File: src/thsm_pkg.sv
// Package of shared types and constants for the two-wire humidity sensor master.
`timescale 1ns / 1ps

package thsm_pkg;

	localparam int unsigned HalfW = 16;

	// Request kinds carried by an input word.
	localparam logic [1:0] KIND_TICK     = 2'd0;
	localparam logic [1:0] KIND_TEMP     = 2'd1;
	localparam logic [1:0] KIND_HUMIDITY = 2'd2;

	// Sensor commands.
	localparam logic [7:0] CMD_TEMP     = 8'h03;
	localparam logic [7:0] CMD_HUMIDITY = 8'h05;

	// Last step of the transmission-start pattern and the ack bit position.
	localparam logic [2:0] START_LAST_STEP = 3'd6;
	localparam logic [3:0] BIT_ACK         = 4'd8;

	localparam logic [HalfW-1:0] HALF_RESET = 16'd40;

	typedef enum logic [4:0] {
		PH_IDLE  = 5'b00001,
		PH_START = 5'b00010,
		PH_SEND  = 5'b00100,
		PH_WAIT  = 5'b01000,
		PH_READ  = 5'b10000
	} phase_t;

	typedef struct packed {
		phase_t           phase;
		logic [2:0]       step;
		logic [HalfW-1:0] tick;
		logic [3:0]       bitc;
		logic [1:0]       bytec;
		logic [7:0]       shift;
		logic [7:0]       cmd;
		logic [15:0]      value;
		logic [7:0]       chk;
		logic             hum;
		logic             sck;
		logic             dlow;
	} state_t;

endpackage

File: src/thsm_if.sv
// Valid/ready channel interfaces for request and result words.
`timescale 1ns / 1ps

interface thsm_req_if;
	logic       valid;
	logic       ready;
	logic [1:0] kind;
	logic       data_level;

	modport source (output valid, output kind, output data_level, input ready);
	modport sink (input valid, input kind, input data_level, output ready);
endinterface

interface thsm_res_if;
	logic        valid;
	logic        ready;
	logic        clock_pin;
	logic        data_drive_low;
	logic        busy_res;
	logic        done_res;
	logic [15:0] reading;
	logic [7:0]  check_byte;
	logic        reading_is_humidity;

	modport source (output valid, output clock_pin, output data_drive_low, output busy_res,
		output done_res, output reading, output check_byte, output reading_is_humidity,
		input ready);
	modport sink (input valid, input clock_pin, input data_drive_low, input busy_res,
		input done_res, input reading, input check_byte, input reading_is_humidity,
		output ready);
endinterface

File: src/thsm_step.sv
// Next-state logic of the sensor protocol engine for one tick.
`timescale 1ns / 1ps

module thsm_step (
	input  thsm_pkg::state_t         cur,
	input  logic [1:0]               kind,
	input  logic                     data_level,
	input  logic [thsm_pkg::HalfW-1:0] half,
	output thsm_pkg::state_t         nxt,
	output logic                     done
);
	import thsm_pkg::*;

	logic [HalfW-1:0] tick_dec;
	logic [HalfW-1:0] per;
	logic             group;

	assign tick_dec = cur.tick - {{(HalfW-1){1'b0}}, 1'b1};
	assign per      = (half == '0) ? {{(HalfW-1){1'b0}}, 1'b1} : half;
	assign group    = (tick_dec == '0);

	always_comb begin
		nxt  = cur;
		done = 1'b0;
		case (cur.phase)
			PH_START: begin
				nxt.tick = group ? per : tick_dec;
				if (group) begin
					case (cur.step)
						3'd0: begin
							nxt.dlow = 1'b0;
							nxt.sck  = 1'b1;
						end
						3'd1: nxt.dlow = 1'b1;
						3'd2: nxt.sck = 1'b0;
						3'd3: nxt.sck = 1'b1;
						3'd4: nxt.dlow = 1'b0;
						3'd5: nxt.sck = 1'b0;
						default: ;
					endcase
					if (cur.step >= START_LAST_STEP) begin
						nxt.phase = PH_SEND;
						nxt.step  = '0;
						nxt.bitc  = '0;
					end else begin
						nxt.step = cur.step + 3'd1;
					end
				end
			end
			PH_SEND: begin
				nxt.tick = group ? per : tick_dec;
				if (group) begin
					if (cur.step == '0) begin
						if (cur.bitc < BIT_ACK)
							nxt.dlow = ~cur.cmd[3'd7 - cur.bitc[2:0]];
						nxt.sck  = 1'b1;
						nxt.step = 3'd1;
					end else begin
						nxt.sck  = 1'b0;
						nxt.step = '0;
						if (cur.bitc >= BIT_ACK) begin
							nxt.phase = PH_WAIT;
							nxt.bitc  = '0;
						end else begin
							nxt.bitc = cur.bitc + 4'd1;
						end
					end
				end
			end
			PH_WAIT: begin
				if (!data_level) begin
					nxt.phase = PH_READ;
					nxt.step  = '0;
					nxt.bitc  = '0;
					nxt.bytec = '0;
					nxt.tick  = per;
				end
			end
			PH_READ: begin
				nxt.tick = group ? per : tick_dec;
				if (group) begin
					if (cur.step == '0) begin
						if (cur.bitc < BIT_ACK)
							nxt.shift = {cur.shift[6:0], data_level};
						else
							nxt.dlow = (cur.bytec < 2'd2);
						nxt.sck  = 1'b1;
						nxt.step = 3'd1;
					end else begin
						nxt.sck  = 1'b0;
						nxt.step = '0;
						if (cur.bitc < BIT_ACK) begin
							nxt.bitc = cur.bitc + 4'd1;
						end else begin
							nxt.dlow = 1'b0;
							nxt.bitc = '0;
							case (cur.bytec)
								2'd0: begin
									nxt.value = {cur.shift, cur.value[7:0]};
									nxt.bytec = 2'd1;
								end
								2'd1: begin
									nxt.value = {cur.value[15:8], cur.shift};
									nxt.bytec = 2'd2;
								end
								default: begin
									nxt.chk   = cur.shift;
									nxt.bytec = '0;
									nxt.phase = PH_IDLE;
									done      = 1'b1;
								end
							endcase
						end
					end
				end
			end
			default: begin
				nxt.phase = PH_IDLE;
				if (kind == KIND_TEMP || kind == KIND_HUMIDITY) begin
					nxt.cmd   = (kind == KIND_TEMP) ? CMD_TEMP : CMD_HUMIDITY;
					nxt.hum   = (kind == KIND_HUMIDITY);
					nxt.phase = PH_START;
					nxt.step  = '0;
					nxt.bitc  = '0;
					nxt.bytec = '0;
					nxt.tick  = per;
				end
			end
		endcase
	end

endmodule

File: src/two_wire_humidity_sensor_master_core.sv
// Top level of the two-wire humidity and temperature sensor master.
`timescale 1ns / 1ps

// Each request word is one tick of the sensor protocol and yields exactly one result
// word, which shows the pin levels, status and readout after that tick. A start
// request while idle (kind 1 for temperature, kind 2 for humidity) sends the start
// pattern, shifts out the command with an ack clock, waits for the sensor to pull DATA
// low, then reads two data bytes and a checksum byte; start requests while busy are
// ignored. Pin changes are spaced by the half-period register, where zero acts as one.
// A word is taken in every cycle: the protocol state advances in a single registered
// step and the result sits in one output register, so the request side stays ready as
// long as the result register is empty or being emptied in the same cycle. The result
// word of an accepted request is valid from the cycle after it. The half-period register
// should only be written while no word is waiting in the result register.
module two_wire_humidity_sensor_master_core (
	input  logic                        clk,
	input  logic                        arst_n,
	input  logic                        cfg_we,
	input  logic [thsm_pkg::HalfW-1:0]  cfg_wdata,
	thsm_req_if.sink                    req,
	thsm_res_if.source                  res
);
	import thsm_pkg::*;

	logic [HalfW-1:0] half_q;
	state_t           state_q;
	state_t           state_nxt;
	logic             done_nxt;
	logic             take;
	logic             out_valid_q;

	// Result register payload.
	logic        sck_q;
	logic        dlow_q;
	logic        busy_q;
	logic        done_q;
	logic [15:0] value_q;
	logic [7:0]  chk_q;
	logic        hum_q;

	// The request side moves whenever the result register will be free next cycle.
	assign req.ready = !out_valid_q || res.ready;
	assign take      = req.valid && req.ready;

	thsm_step u_step (
		.cur        (state_q),
		.kind       (req.kind),
		.data_level (req.data_level),
		.half       (half_q),
		.nxt        (state_nxt),
		.done       (done_nxt)
	);

	always_ff @(posedge clk or negedge arst_n) begin
		if (!arst_n) begin
			half_q <= HALF_RESET;
		end else if (cfg_we) begin
			half_q <= cfg_wdata;
		end
	end

	// Protocol state only advances on an accepted tick.
	always_ff @(posedge clk or negedge arst_n) begin
		if (!arst_n) begin
			state_q <= '{phase: PH_IDLE, step: '0, tick: '0, bitc: '0, bytec: '0,
				shift: '0, cmd: '0, value: '0, chk: '0, hum: 1'b0, sck: 1'b0,
				dlow: 1'b0};
		end else if (take) begin
			state_q <= state_nxt;
		end
	end

	always_ff @(posedge clk or negedge arst_n) begin
		if (!arst_n) begin
			out_valid_q <= 1'b0;
		end else if (take) begin
			out_valid_q <= 1'b1;
		end else if (res.ready) begin
			out_valid_q <= 1'b0;
		end
	end

	always_ff @(posedge clk) begin
		if (take) begin
			sck_q   <= state_nxt.sck;
			dlow_q  <= state_nxt.dlow;
			busy_q  <= (state_nxt.phase != PH_IDLE);
			done_q  <= done_nxt;
			value_q <= state_nxt.value;
			chk_q   <= state_nxt.chk;
			hum_q   <= state_nxt.hum;
		end
	end

	assign res.valid               = out_valid_q;
	assign res.clock_pin           = sck_q;
	assign res.data_drive_low      = dlow_q;
	assign res.busy_res            = busy_q;
	assign res.done_res            = done_q;
	assign res.reading             = value_q;
	assign res.check_byte          = chk_q;
	assign res.reading_is_humidity = hum_q;

endmodule

File: src/flat_wrapper.sv
// flat-port wrapper written by rule: the top's interface ports become plain ports
module two_wire_humidity_sensor_master_core_flat import thsm_pkg::*;
  (clk, arst_n, cfg_we, cfg_wdata, req_valid, req_kind, req_data_level, req_ready, res_valid, res_clock_pin, res_data_drive_low, res_busy_res, res_done_res, res_reading, res_check_byte, res_reading_is_humidity, res_ready);
  thsm_req_if req_i ();
  thsm_res_if res_i ();
  input  logic clk;
  input  logic arst_n;
  input  logic cfg_we;
  input  logic [thsm_pkg::HalfW-1:0] cfg_wdata;
  input wire logic [$bits(req_i.valid)-1:0] req_valid;
  input wire logic [$bits(req_i.kind)-1:0] req_kind;
  input wire logic [$bits(req_i.data_level)-1:0] req_data_level;
  output wire logic [$bits(req_i.ready)-1:0] req_ready;
  output wire logic [$bits(res_i.valid)-1:0] res_valid;
  output wire logic [$bits(res_i.clock_pin)-1:0] res_clock_pin;
  output wire logic [$bits(res_i.data_drive_low)-1:0] res_data_drive_low;
  output wire logic [$bits(res_i.busy_res)-1:0] res_busy_res;
  output wire logic [$bits(res_i.done_res)-1:0] res_done_res;
  output wire logic [$bits(res_i.reading)-1:0] res_reading;
  output wire logic [$bits(res_i.check_byte)-1:0] res_check_byte;
  output wire logic [$bits(res_i.reading_is_humidity)-1:0] res_reading_is_humidity;
  input wire logic [$bits(res_i.ready)-1:0] res_ready;
  assign req_i.valid = req_valid;
  assign req_i.kind = req_kind;
  assign req_i.data_level = req_data_level;
  assign req_ready = req_i.ready;
  assign res_valid = res_i.valid;
  assign res_clock_pin = res_i.clock_pin;
  assign res_data_drive_low = res_i.data_drive_low;
  assign res_busy_res = res_i.busy_res;
  assign res_done_res = res_i.done_res;
  assign res_reading = res_i.reading;
  assign res_check_byte = res_i.check_byte;
  assign res_reading_is_humidity = res_i.reading_is_humidity;
  assign res_i.ready = res_ready;
  two_wire_humidity_sensor_master_core u_core (.clk(clk), .arst_n(arst_n), .cfg_we(cfg_we), .cfg_wdata(cfg_wdata), .req(req_i), .res(res_i));
endmodule
File: config.mk
export PLATFORM = sky130hd
export DESIGN_NAME = two_wire_humidity_sensor_master_core_flat
export DESIGN_NICKNAME = d
export VERILOG_FILES = /design/src/thsm_pkg.sv /design/src/thsm_if.sv /design/src/thsm_step.sv /design/src/two_wire_humidity_sensor_master_core.sv /design/src/flat_wrapper.sv
export SDC_FILE = /design/constraint.sdc
export NUM_CORES = 1
export LEC_CHECK = 0
export ABC_AREA = 1
export BUFFER_PORTS_ARGS = -buffer_cell sky130_fd_sc_hd__buf_4
export CAP_MARGIN = 40
export CELL_PAD_IN_SITES_DETAIL_PLACEMENT = 2
export CELL_PAD_IN_SITES_GLOBAL_PLACEMENT = 2
export CORE_AREA = 2 2 128 130
export CTS_BUF_LIST = sky130_fd_sc_hd__clkbuf_4
export DETAILED_ROUTE_END_ITERATION = 10
export DIE_AREA = 0 0 130 132
export GPL_TIMING_DRIVEN = 0
export PLACE_DENSITY = 0.89
export SLEW_MARGIN = 20
export SYNTH_ARGS = -nofsm -noshare
export SYNTH_HDL_FRONTEND = slang
export SYNTH_SLANG_ARGS = --single-unit
File: constraint.sdc
create_clock -name clk -period 5.6 [get_ports clk]
set_clock_uncertainty 0.2 [all_clocks]
set_input_delay 1.12 -clock clk [delete_from_list [all_inputs] [get_ports clk]]
set_output_delay 1.12 -clock clk [all_outputs]
set_load 0.02 [all_outputs]
; Word level (Yosys, flattened, before mapping)
; Cells that the tools add are included.
[word_totals]
regBits = 119
latch_bits = 0
ramBits = 0
rom_bits = 0
input_bits = 24
output_inout_bits = 31
wordCells = 135
memories = 0
[classes]
addsub = 4
mul = 0
div = 0
order_cmp = 5
eq_ne = 21
n_shift = 0
muxes = 55
n_bitwise = 5
n_reduce_logical = 24
[ops]
columns = op, count
row1 = 28-bit one-hot mux with 4 select lines, 1
row2 = 24-bit two-way mux, 4
row3 = 8-bit two-way mux, 6
row4 = 16-bit logical NOT, 2
row5 = 16-bit two-way mux, 2
row6 = 16-bit one-hot mux with 2 select lines, 1
row7 = 30-bit two-way mux, 1
row8 = 5-bit two-way mux, 6
row9 = 27-bit two-way mux, 1
row10 = 4-bit two-way mux, 6
row11 = "2-bit inequality test, second input constant", 8
row12 = "16-bit by 1-bit subtractor with 16-bit output, second input constant", 1
row13 = 14-bit two-way mux, 1
row14 = 1-bit two-way mux, 12
row15 = 2-bit one-hot mux with 3 select lines, 2
row16 = 2-bit two-way mux, 5
row17 = 2-bit OR reduction, 5
row18 = 9-bit AND reduction, 1
row19 = 4-bit OR reduction, 2
row20 = 7-bit AND reduction, 1
row21 = "3-bit by 2-bit == test with 1-bit output, second input constant", 2
row22 = "3-bit == test, second input constant", 2
row23 = 3-bit two-way mux, 2
row24 = 6-bit two-way mux, 1
row25 = other kinds (31), 39

; Depth between registers and ports, before layout
; Gate-level depths: netlist of run 1.
[depth]
depth_word = 8
ltp_mapped = 20
ltp_nobuf = 19

; Hierarchy
; A second synthesis of run 1 with hierarchy kept.
[hier_totals]
hier_cells = 1132
area_unflattened_um2 = 8001.4
[by_module_without_submodules]
columns = mod, instances, cells_per_inst, area_each_um2, seq_area_each_um2
row1 = two_wire_humidity_sensor_master_core, 1, 422, 4469.3, 3126.7
row2 = thsm_step, 1, 710, 3532.1, 0.0

; Worst setup path before layout of run 1
; No wires, ideal clock.
[synth_path]
path_type = input-to-reg
from = input res_ready
to = register u_core.busy_q, in the netlist u_core.res.busy_res (enable)
setup_time_ns = 0.376
arrival_ns = 2.387
t_required_ns = 5.024
path_slack_ns = 2.638
path_stages = 6
path_buffers = 2
path_cell_list = inv_1 > nand2_1 > nand2_1 > inv_1 > clkbuf_1 > buf_2
[synth_via]
elab_chain_len = 2
[synth_rtl]
columns = item, line_no
row1 = "start, declared", flat_wrapper.sv:22  ; input wire logic [$bits(res_i.ready)-1:0] res_ready;
row2 = 1-bit logical OR, two_wire_humidity_sensor_master_core.sv:42  ; assign req.ready = !out_valid_q || res.ready;
row3 = named net req_ready, flat_wrapper.sv:13  ; output wire logic [$bits(req_i.ready)-1:0] req_ready;
row4 = 1-bit logical AND, two_wire_humidity_sensor_master_core.sv:43  ; assign take = req.valid && req.ready;
row5 = named net u_core.take, two_wire_humidity_sensor_master_core.sv:29  ; logic take;
row6 = "end signal, assigned", two_wire_humidity_sensor_master_core.sv:87  ; busy_q <= (state_nxt.phase != PH_IDLE);
row7 = "end, declared", two_wire_humidity_sensor_master_core.sv:35  ; logic busy_q;
; The timed path passes the listed nets, and every way through them passes these cells.
; A chain may end at the register's enable or synchronous reset.

==> impl_metrics.env, run 1 <==
export IMPL_critical_path_class="flip-flop to flip-flop"
export IMPL_area_growth_pct=16.8
export IMPL_reg2reg_setup_slack_ns=1.99
export IMPL_cellPowerDensity_nw_per_um2=344
export IMPL_synth_warning_count=0
export IMPL_hold_path_class="flip-flop to flip-flop"
export IMPL_drc=0
export IMPL_dr_pass1_iters=5
export IMPL_final_min_clock_period_ns=3.61
export IMPL_antenna_found_initial=1
export IMPL_crit_top_cell="nand2_1"
export IMPL_r2r_cells=18
export IMPL_tritoncts="yes"
export IMPL_grt_pass1_wl_um=37100
export IMPL_post_drt_wl_per_cell_um=21.8
export IMPL_cts_setup_buffers=0
export IMPL_layout_cells_non_filler=1077
export IMPL_core_um2=15700
export IMPL_clock_latency_ns=0.57
export IMPL_setup_viol=0
export IMPL_cts_repair_resized=0
export IMPL_peakVddDrop_uv=159
export IMPL_worstHoldStart="u_core.state_q[27]"
export IMPL_pre_cts_ws_ns=2.12
export IMPL_io_buffer_count=54
export IMPL_whs_ns=0.292
export IMPL_async_reset_ff_share_pct=74.6
export IMPL_postSynthAreaPerCell_um2=7.80
export IMPL_final_hold_viol_count=0
export IMPL_status="completed"
export IMPL_cp_data_arrival_time_ns=3.84
export IMPL_start_util_pct=38.3
export IMPL_die_w_um=130
export IMPL_r2r_end="u_core.state_q[20]"
export IMPL_cts_root_buf="clkbuf_4"
export IMPL_synth_area_um2=6020
export IMPL_cts_buffers_inserted=17
export IMPL_finalPower_w=0.00242
export IMPL_crit_fanout=10
export IMPL_crit_required_ns=5.83
export IMPL_synth_nets=807
export IMPL_period_share_pct=64.4
export IMPL_wl_um=23500
export IMPL_ys_ff_latch=114
export IMPL_ant_nets=0
export IMPL_path_clk_slew_ns=0.13
export IMPL_hpwl_um=15800
export IMPL_crit_chain="inv_1, ha_1, nand2_1, nor2_2, nand2_1, nand2_1, nand2_1, nor2_1, nand2_1, nor2_2, nand3_4, nor2_8, nand3_4, buf_2, nand2_1, o21ai_1, nand2_1, nand2_1"
export IMPL_synthFlopType="dfrtp_1"
export IMPL_layout_drive_gt1_share_pct=14.2
export IMPL_finalNetCount=882
export IMPL_synth_top_cell_area_share_pct=34.1
export IMPL_yosysTopAreaCell="dfrtp_1"
export IMPL_rows=46
export IMPL_ioPinCount=55
export IMPL_place_inst=1043
export IMPL_die_h_um=132
export IMPL_setup_ws_ns=1.99
export IMPL_cts_num_sinks=114
export IMPL_drtIter0Drc=368
export IMPL_synth_edf_count=29
export IMPL_slew_viol_final=0
export IMPL_cp_end_kind="flip-flop"
export IMPL_h_tree_depth=4
export IMPL_syn_inst=772
export IMPL_via_count=5832
export IMPL_grtUsageTotal_pct=28.4
export IMPL_grt_overflow_total=0
export IMPL_max_slew_margin_pct=55.3
export IMPL_synth_cell_type_count=39
export IMPL_finalSetupTns_ns=0
export IMPL_ctsLongestPathBuffers=2
export IMPL_p_leak_nw=3.35
export IMPL_r2r_start="u_core.state_q[49]"
export IMPL_holdBufCountCts=0
export IMPL_grt_pass1_vias=6719
export IMPL_critPathBufInv=2
export IMPL_fmax_ghz=0.277
export IMPL_synth_area_top_cells="dfrtp_1 34%, nand2_1 17%, edfxtp_1 14%, inv_1 5.7%, o21ai_0 5.3%"
export IMPL_worst_pin_slew_ns=0.671
export IMPL_cpPeakStageDelay_ns=0.42
export IMPL_cap_violations=0
export IMPL_slowest_stage="dfrtp_1"
export IMPL_min_path_cells=1
export IMPL_grt_max_degree=53
export IMPL_die_area_um2=17200
export IMPL_cp_start_kind="flip-flop"
export IMPL_viasPerCell=5.42
export IMPL_ys_seq_area_share_pct=49.9
export IMPL_rsz0062_at_grt="false"
export IMPL_whs_endpoint="u_core.state_q[27]"
export IMPL_routabilityCongestion=0.913
export IMPL_crit_family="simple AND/OR/NAND/NOR gates"
[routing by layer]
metal | vias up | wire length, um | GRT usage [%]
met4 | 0 | 877 | 11.4
met1 | 2988 | 9590 | 34.0
met2 | 155 | 12200 | 49.9
met5 | - | 0 | 0
li1 | 2635 | - | -
met3 | 54 | 793 | 5.07
[flip-flops by register name (all words and copies together), names as in the netlist]
| signal | flops |
|---|---|
| u_core.half_q | 16 |
| u_core.res.busy_res | 1 |
| u_core.res.check_byte | 8 |
| u_core.res.clock_pin | 1 |
| u_core.res.data_drive_low | 1 |
| u_core.res.done_res | 1 |
| u_core.res.reading | 16 |
| u_core.res.reading_is_humidity | 1 |
| u_core.res.valid | 1 |
| u_core.state_q | 68 |
[stage by stage]
step	area, um2	utilization [%]
3_5_place_dp	6720	42.8
4_1_cts	7010	44.6
2_1_floorplan	6020	-
6_report	7030	44.7
5_1_grt	7030	44.7
3_3_place_gp	6700	42.6
[kinds of logic (layout without fill, tap and decap cells)]
logic type | after synthesis | count (layout) | synth area share [%]
compound gates | 119 | 119 | 10.7
xor+xnor | 2 | 2 | 0.291
fa+ha+maj | 11 | 11 | 2.29
buf+inv | 114 | 202 | 7.30
flops | 114 | 114 | 49.9
other cells | 0 | 1 | 0
simple gates | 412 | 412 | 29.6
[synth_stat cells (4+ instances only)]
cell	number
o211ai_1	4
clkbuf_1	12
nor2_1	64
dfrtp_1	82
nand2_1	272
nor2_2	5
nand4_1	11
o21ai_1	15
nand3_1	39
o21ai_2	4
ha_1	11
nor2_4	4
nand3_4	4
inv_1	91
o21ai_0	64
a31oi_1	6
a21oi_1	20
edfxtp_1	29
buf_2	6
[placed cells by master, fill, tap and decap left out, types with 11 or more instances in the layout]
| cell type | n |
|---|---|
| a21oi_1 | 20 |
| clkbuf_1 | 12 |
| edfxtp_1 | 29 |
| inv_1 | 91 |
| o21ai_1 | 15 |
| dfrtp_1 | 82 |
| nand2_1 | 272 |
| ha_1 | 11 |
| o21ai_0 | 64 |
| nand4_1 | 11 |
| buf_4 | 55 |
| clkbuf_4 | 17 |
| nor2_1 | 64 |
| nand3_1 | 39 |
[where the power goes]
part           internal [W]  leakage (nW)  switching [W]
clock              0.000267         0.146       0.000393
sequential         0.000950          1.38       0.000123
combinational      0.000193          1.82       0.000489
total               0.00141          3.35        0.00101
[area by class of cell]
class,count,area (um2)
clock inverter,15,158
timing repair buffer,56,453
antenna,1,2.50
buffer,21,90.1
clock buffer,17,128
sequential,114,3000
multi-input combinational,544,2580
tap,216,270
fill,1801,8680
inverter,93,349
[worst max path at each step]
stage	from	end	slack (ns)	depth (start not counted)
after global routing	u_core.state_q[49]	u_core.state_q[57]	1.73	18
final	u_core.state_q[49]	u_core.state_q[20]	1.99	18
after global placement	res_ready	u_core.res.reading[14]	2.26	7
after detailed placement	res_ready	u_core.res.reading[15]	2.12	7
after CTS	u_core.state_q[49]	u_core.state_q[57]	2.05	18
after floorplan	res_ready	u_core.res.busy_res	2.64	6
Power figures use the tool's default switching activity.
==> inputs of run 2 (changes only) <==
- CORE_AREA: 2 2 128 130 -> 2 2 139 141
- DIE_AREA: 0 0 130 132 -> 0 0 141 143
- PLACE_DENSITY: 0.89 -> 0.8
- clock period: 5.6 -> 3 ns (I/O delays scaled with it)
==> impl_metrics.env, run 2 (synthesis results as in run 1) <==
export IMPL_status="completed"
export IMPL_ant_nets=0
export IMPL_hold_path_class="primary input to flip-flop"
export IMPL_reg2reg_setup_slack_ns=0.14
export IMPL_setup_viol=0
export IMPL_cp_data_arrival_time_ns=3.11
export IMPL_worstHoldStart="cfg_wdata[8]"
export IMPL_post_drt_wl_per_cell_um=19.2
export IMPL_grt_pass1_vias=6248
export IMPL_min_path_cells=3
export IMPL_seq_area_um2=3000
export IMPL_max_slew_margin_pct=54.6
export IMPL_fillerInstances=2169
export IMPL_p_leak_nw=3.42
export IMPL_utilization_pct=39.1
export IMPL_viasPerCell=5.08
export IMPL_wl_um=21300
export IMPL_cp_end_kind="flip-flop"
export IMPL_clock_latency_ns=0.55
export IMPL_finalNetCount=897
export IMPL_grt_max_degree=86
export IMPL_cap_violations=0
export IMPL_r2r_cells=11
export IMPL_cp_start_kind="flip-flop"
export IMPL_drc=0
export IMPL_layout_commonest_cell="nand2_1"
export IMPL_crit_chain="nor2_1, nand4_1, nand3_2, nor2_1, nand2_1, nand3_1, inv_2, buf_2, o21ai_0, a21oi_1, nor2_1"
export IMPL_r2r_end="u_core.state_q[59]"
export IMPL_whs_endpoint="u_core.half_q[8]"
export IMPL_antenna_found_initial=1
export IMPL_pre_cts_ws_ns=-0.360
export IMPL_core_um2=18600
export IMPL_cts_root_buf="clkbuf_4"
export IMPL_ioPinCount=55
export IMPL_finalSetupTns_ns=0
export IMPL_h_tree_depth=4
export IMPL_die_area_um2=20200
export IMPL_finalPower_w=0.00450
export IMPL_routabilityCongestion=0.849
export IMPL_cts_num_sinks=114
export IMPL_crit_fanout=10
export IMPL_grt_pass1_wl_um=33200
export IMPL_dr_pass1_iters=4
export IMPL_period_share_pct=95.4
export IMPL_die_h_um=143
export IMPL_rsz0062_at_grt="true"
export IMPL_grtUsageTotal_pct=21.2
export IMPL_fmax_ghz=0.350
export IMPL_crit_top_cell="nor2_1"
export IMPL_start_util_pct=32.4
export IMPL_final_min_clock_period_ns=2.86
export IMPL_slowest_stage="dfrtp_1"
export IMPL_final_hold_viol_count=0
export IMPL_tritoncts="yes"
export IMPL_multiInputGateArea_um2=2670
export IMPL_slew_viol_final=0
export IMPL_io_buffer_count=54
export IMPL_drtIter0Drc=294
export IMPL_via_count=5629
export IMPL_die_w_um=141
export IMPL_critical_path_class="flip-flop to flip-flop"
export IMPL_regMostFlops="u_core.state_q"
export IMPL_peakVddDrop_uv=258
export IMPL_layout_drive_gt1_share_pct=18.2
export IMPL_rows=50
export IMPL_path_clk_slew_ns=0.12
export IMPL_setup_ws_ns=0.139
export IMPL_cts_buffers_inserted=17
export IMPL_area_growth_pct=20.8
export IMPL_largest_reg_flops=68
export IMPL_worst_pin_slew_ns=0.680
export IMPL_r2r_start="u_core.state_q[70]"
export IMPL_crit_required_ns=3.25
export IMPL_grt_overflow_total=0
export IMPL_ctsLongestPathBuffers=2
export IMPL_hpwl_um=15300
export IMPL_cellPowerDensity_nw_per_um2=619
export IMPL_layout_common_cells="269 x nand2_1, 86 x inv_1, 82 x dfrtp_1"
export IMPL_cpPeakStageDelay_ns=0.45
run 2: changes by cell type in the layout (fill, tap and decap cells not counted), moves of 4 or more:
cell	previous run	this run
buf_4	55	67
nor2_1	64	56
nor2_2	5	12
inv_1	91	86
clkinv_4	4	0
run 2: final cells by class:
type / count / area share (%)
Sequential cell: 114 / 41.3
Timing Repair Buffer: 70 / 7.76
Clock buffer: 17 / 1.75
Clock inverter: 14 / 1.93
Buffer: 21 / 1.63
Tap cell: 234 / 4.03
Inverter: 93 / 4.89
Antenna cell: 1 / 0.0344
Multi-Input combinational cell: 545 / 36.7
run 2: per-stage QoR:
step | cells | cell area [um2] | hold slack (ns)
floorplan | 772 | 6020 | 0.104
global placement | 1060 | 6720 | 0.255
detailed placement | 1060 | 6720 | 0.268
CTS | 1095 | 7070 | 0.0270
global route | 1109 | 7270 | 0.0507
finish | 1109 | 7270 | 0.0560
run 2: report_power, final:
part           internal, W  leakage [nW]  switching, W
clock             0.000484         0.136      0.000666
combinational     0.000422          1.90      0.000916
sequential         0.00177          1.38      0.000238
run 2: timing repair:
item                                   CTS  global route
setup endpoints to repair               88            86
cloned                                   1             0
gates resized for setup                 15            28
endpoints found under the hold margin   82             0
buffers inserted                         2            11
pin swaps                                2             4
hold buffers                             1             0
run 2: worst max-delay path, delay by kind of cell (launching register included):
family,cells,cell delay [ns]
simple gates,7,1.23
buf+inv,2,0.52
flops,1,0.45
compound gates,2,0.36
run 2: routing by layer:
layer	track usage, %	up-vias	part of all wire [%]
met1	26.1	2865	43
met3	3.49	16	2.6
met4	4.63	0	1.2
met5	0	-	0
met2	39.3	82	53
li1	-	2666	-
run 2: how the worst max path moves through the flow:
stage,from,end,slack (ns),depth (start not counted)
floorplan,u_core.state_q[49],u_core.res.reading[14],0.34,16
global placement,u_core.state_q[49],u_core.state_q[57],-0.26,18
detailed placement,u_core.state_q[49],u_core.state_q[45],-0.36,17
CTS,u_core.state_q[50],u_core.state_q[37],0.0002,15
global route,u_core.state_q[70],u_core.state_q[59],-0.06,11
finish,u_core.state_q[70],u_core.state_q[59],0.14,11
==> inputs of run 3 (changes only) <==
- RECOVER_POWER: default -> 50
==> impl_metrics.env, run 3 (synthesis results as in run 1) <==
export IMPL_status="completed"
export IMPL_drtIter0Drc=330
export IMPL_die_h_um=143
export IMPL_seq_area_um2=3000
export IMPL_io_buffer_count=54
export IMPL_path_clk_slew_ns=0.12
export IMPL_combPwrFrac_pct=29.5
export IMPL_antenna_found_initial=1
export IMPL_rsz0062_at_grt="true"
export IMPL_tritoncts="yes"
export IMPL_setup_viol=0
export IMPL_viasPerCell=5.09
export IMPL_critical_path_class="flip-flop to flip-flop"
export IMPL_grt_pass1_wl_um=33200
export IMPL_crit_fanout=10
export IMPL_grt_pass1_vias=6248
export IMPL_ant_nets=0
export IMPL_largest_reg_flops=68
export IMPL_clock_latency_ns=0.55
export IMPL_die_area_um2=20200
export IMPL_worst_pin_slew_ns=1.38
export IMPL_cp_start_kind="flip-flop"
export IMPL_drc=0
export IMPL_peakVddDrop_uv=256
export IMPL_fmax_ghz=0.349
export IMPL_final_min_clock_period_ns=2.87
export IMPL_switching_power_w=0.00182
export IMPL_layout_commonest_cell="nand2_1"
export IMPL_area_growth_pct=19.1
export IMPL_grt_max_degree=86
export IMPL_ctsLongestPathBuffers=2
export IMPL_pwr_share_clk_pct=25.6
export IMPL_utilization_pct=38.6
export IMPL_hpwl_um=15300
export IMPL_via_count=5649
export IMPL_ioPinCount=55
export IMPL_place_area_um2=6720
export IMPL_power_frac_seq_pct=44.8
export IMPL_cellPowerDensity_nw_per_um2=625
export IMPL_cts_buffers_inserted=17
export IMPL_h_tree_depth=4
export IMPL_design_area_um2=7170
export IMPL_dr_pass1_iters=4
export IMPL_final_hold_viol_count=0
export IMPL_regMostFlops="u_core.state_q"
export IMPL_wl_um=21300
export IMPL_core_um2=18600
export IMPL_max_slew_margin_pct=7.92
export IMPL_cap_violations=0
export IMPL_period_share_pct=95.5
export IMPL_grt_overflow_total=0
export IMPL_hold_path_class="primary input to flip-flop"
export IMPL_die_w_um=141
export IMPL_cp_end_kind="flip-flop"
export IMPL_slew_viol_final=0
export IMPL_rows=50
export IMPL_grtUsageTotal_pct=21.2
export IMPL_post_drt_wl_per_cell_um=19.2
export IMPL_power_internal_w=0.00266
export IMPL_sw_frac_of_total_pct=40.6
export IMPL_layout_common_cells="269 x nand2_1, 86 x inv_1, 82 x dfrtp_1"
export IMPL_cts_num_sinks=114
export IMPL_cp_data_arrival_time_ns=3.11
export IMPL_finalNetCount=897
export IMPL_crit_required_ns=3.25
export IMPL_routabilityCongestion=0.849
export IMPL_layout_drive_gt1_share_pct=15.1
export IMPL_multiInputGateArea_um2=2670
export IMPL_fillerInstances=2199
export IMPL_p_leak_nw=3.32
export IMPL_start_util_pct=32.4
export IMPL_cts_root_buf="clkbuf_4"
[run 3: changes by cell type in the layout (fill, tap and decap cells not counted)]
| cell | previous run | this run |
|---|---|---|
| dfstp_2 | 3 | 2 |
| buf_6 | 2 | 1 |
| buf_4 | 67 | 42 |
| clkbuf_1 | 10 | 36 |
| dfstp_1 | 0 | 1 |
[run 3: area by class of cell]
type                       count  area share [%]
multi-input combinational    545            37.2
antenna                        1          0.0349
buffer                        21            1.66
sequential                   114            41.9
clock inverter                14            1.95
timing repair buffer          70            6.45
inverter                      93            4.95
clock buffer                  17            1.78
tap                          234            4.08
[run 3: path summary, 6_finish.rpt]
path / from / endpoint / slack (ns) / depth (start not counted)
setup / recovery: u_core.state_q[70] / u_core.state_q[59] / 0.13 / 11
max in group asynchronous: arst_n / u_core.half_q[3] / 0.90 / 3
hold reg to reg: u_core.state_q[27] / u_core.state_q[27] / 0.29 / 1
min in group asynchronous: arst_n / u_core.state_q[48] / 0.68 / 2
setup reg to reg: u_core.state_q[70] / u_core.state_q[59] / 0.13 / 11
hold / removal: cfg_wdata[8] / u_core.half_q[8] / 0.06 / 3
[run 3: worst max-delay path, cell delays in order (launching register included)]
cell and delay [ns]:
dfrtp_1 0.45, nor2_1 0.26, nand4_1 0.24, nand3_2 0.24
nor2_1 0.13, nand2_1 0.11, nand3_1 0.19, inv_2 0.22
buf_2 0.30, o21ai_0 0.15, a21oi_1 0.21, nor2_1 0.07
[run 3: repair_timing]
action                                  4_1_cts  5_1_grt
setup buffers                                 2       11
hold endpoints to repair                     82        0
hold buffers                                  1        0
pin swaps                                     2        4
gates cloned                                  1        0
endpoints found under the setup margin       88       86
resized for setup                            15       28
[run 3: metal layers]
| layer | global-route usage, % | share of wire, % | up-vias |
|---|---|---|---|
| met2 | 39.3 | 53 | 86 |
| met5 | 0 | 0 | - |
| met1 | 26.1 | 43 | 2886 |
| met3 | 3.49 | 2.6 | 14 |
| met4 | 4.63 | 1.2 | 0 |
| li1 | - | - | 2663 |
[run 3: power groups by stage]
stage | logic, W | clock network (W) | registers, W
final | 0.00132 | 0.00115 | 0.00201
after global routing | 0.00148 | 0.00124 | 0.00203
after floorplan | 0.000774 | 0 | 0.00197
after CTS | 0.00125 | 0.00118 | 0.00200
after global placement | 0.00114 | 0 | 0.00201
after detailed placement | 0.00121 | 0 | 0.00202
[run 3: stage by stage]
stage / total power (W) / setup WS [ns] / TNS (ns) / cells / hold slack (ns)
final: 0.00448 / 0.134 / 0 / 1109 / 0.0619
after global routing: 0.00475 / -0.0587 / -0.258 / 1109 / 0.0508
after CTS: 0.00443 / 0.000236 / 0 / 1095 / 0.0270
after detailed placement: 0.00323 / -0.360 / -20.58 / 1060 / 0.268
after global placement: 0.00315 / -0.259 / -11.34 / 1060 / 0.255
after floorplan: 0.00274 / 0.341 / 0 / 772 / 0.104
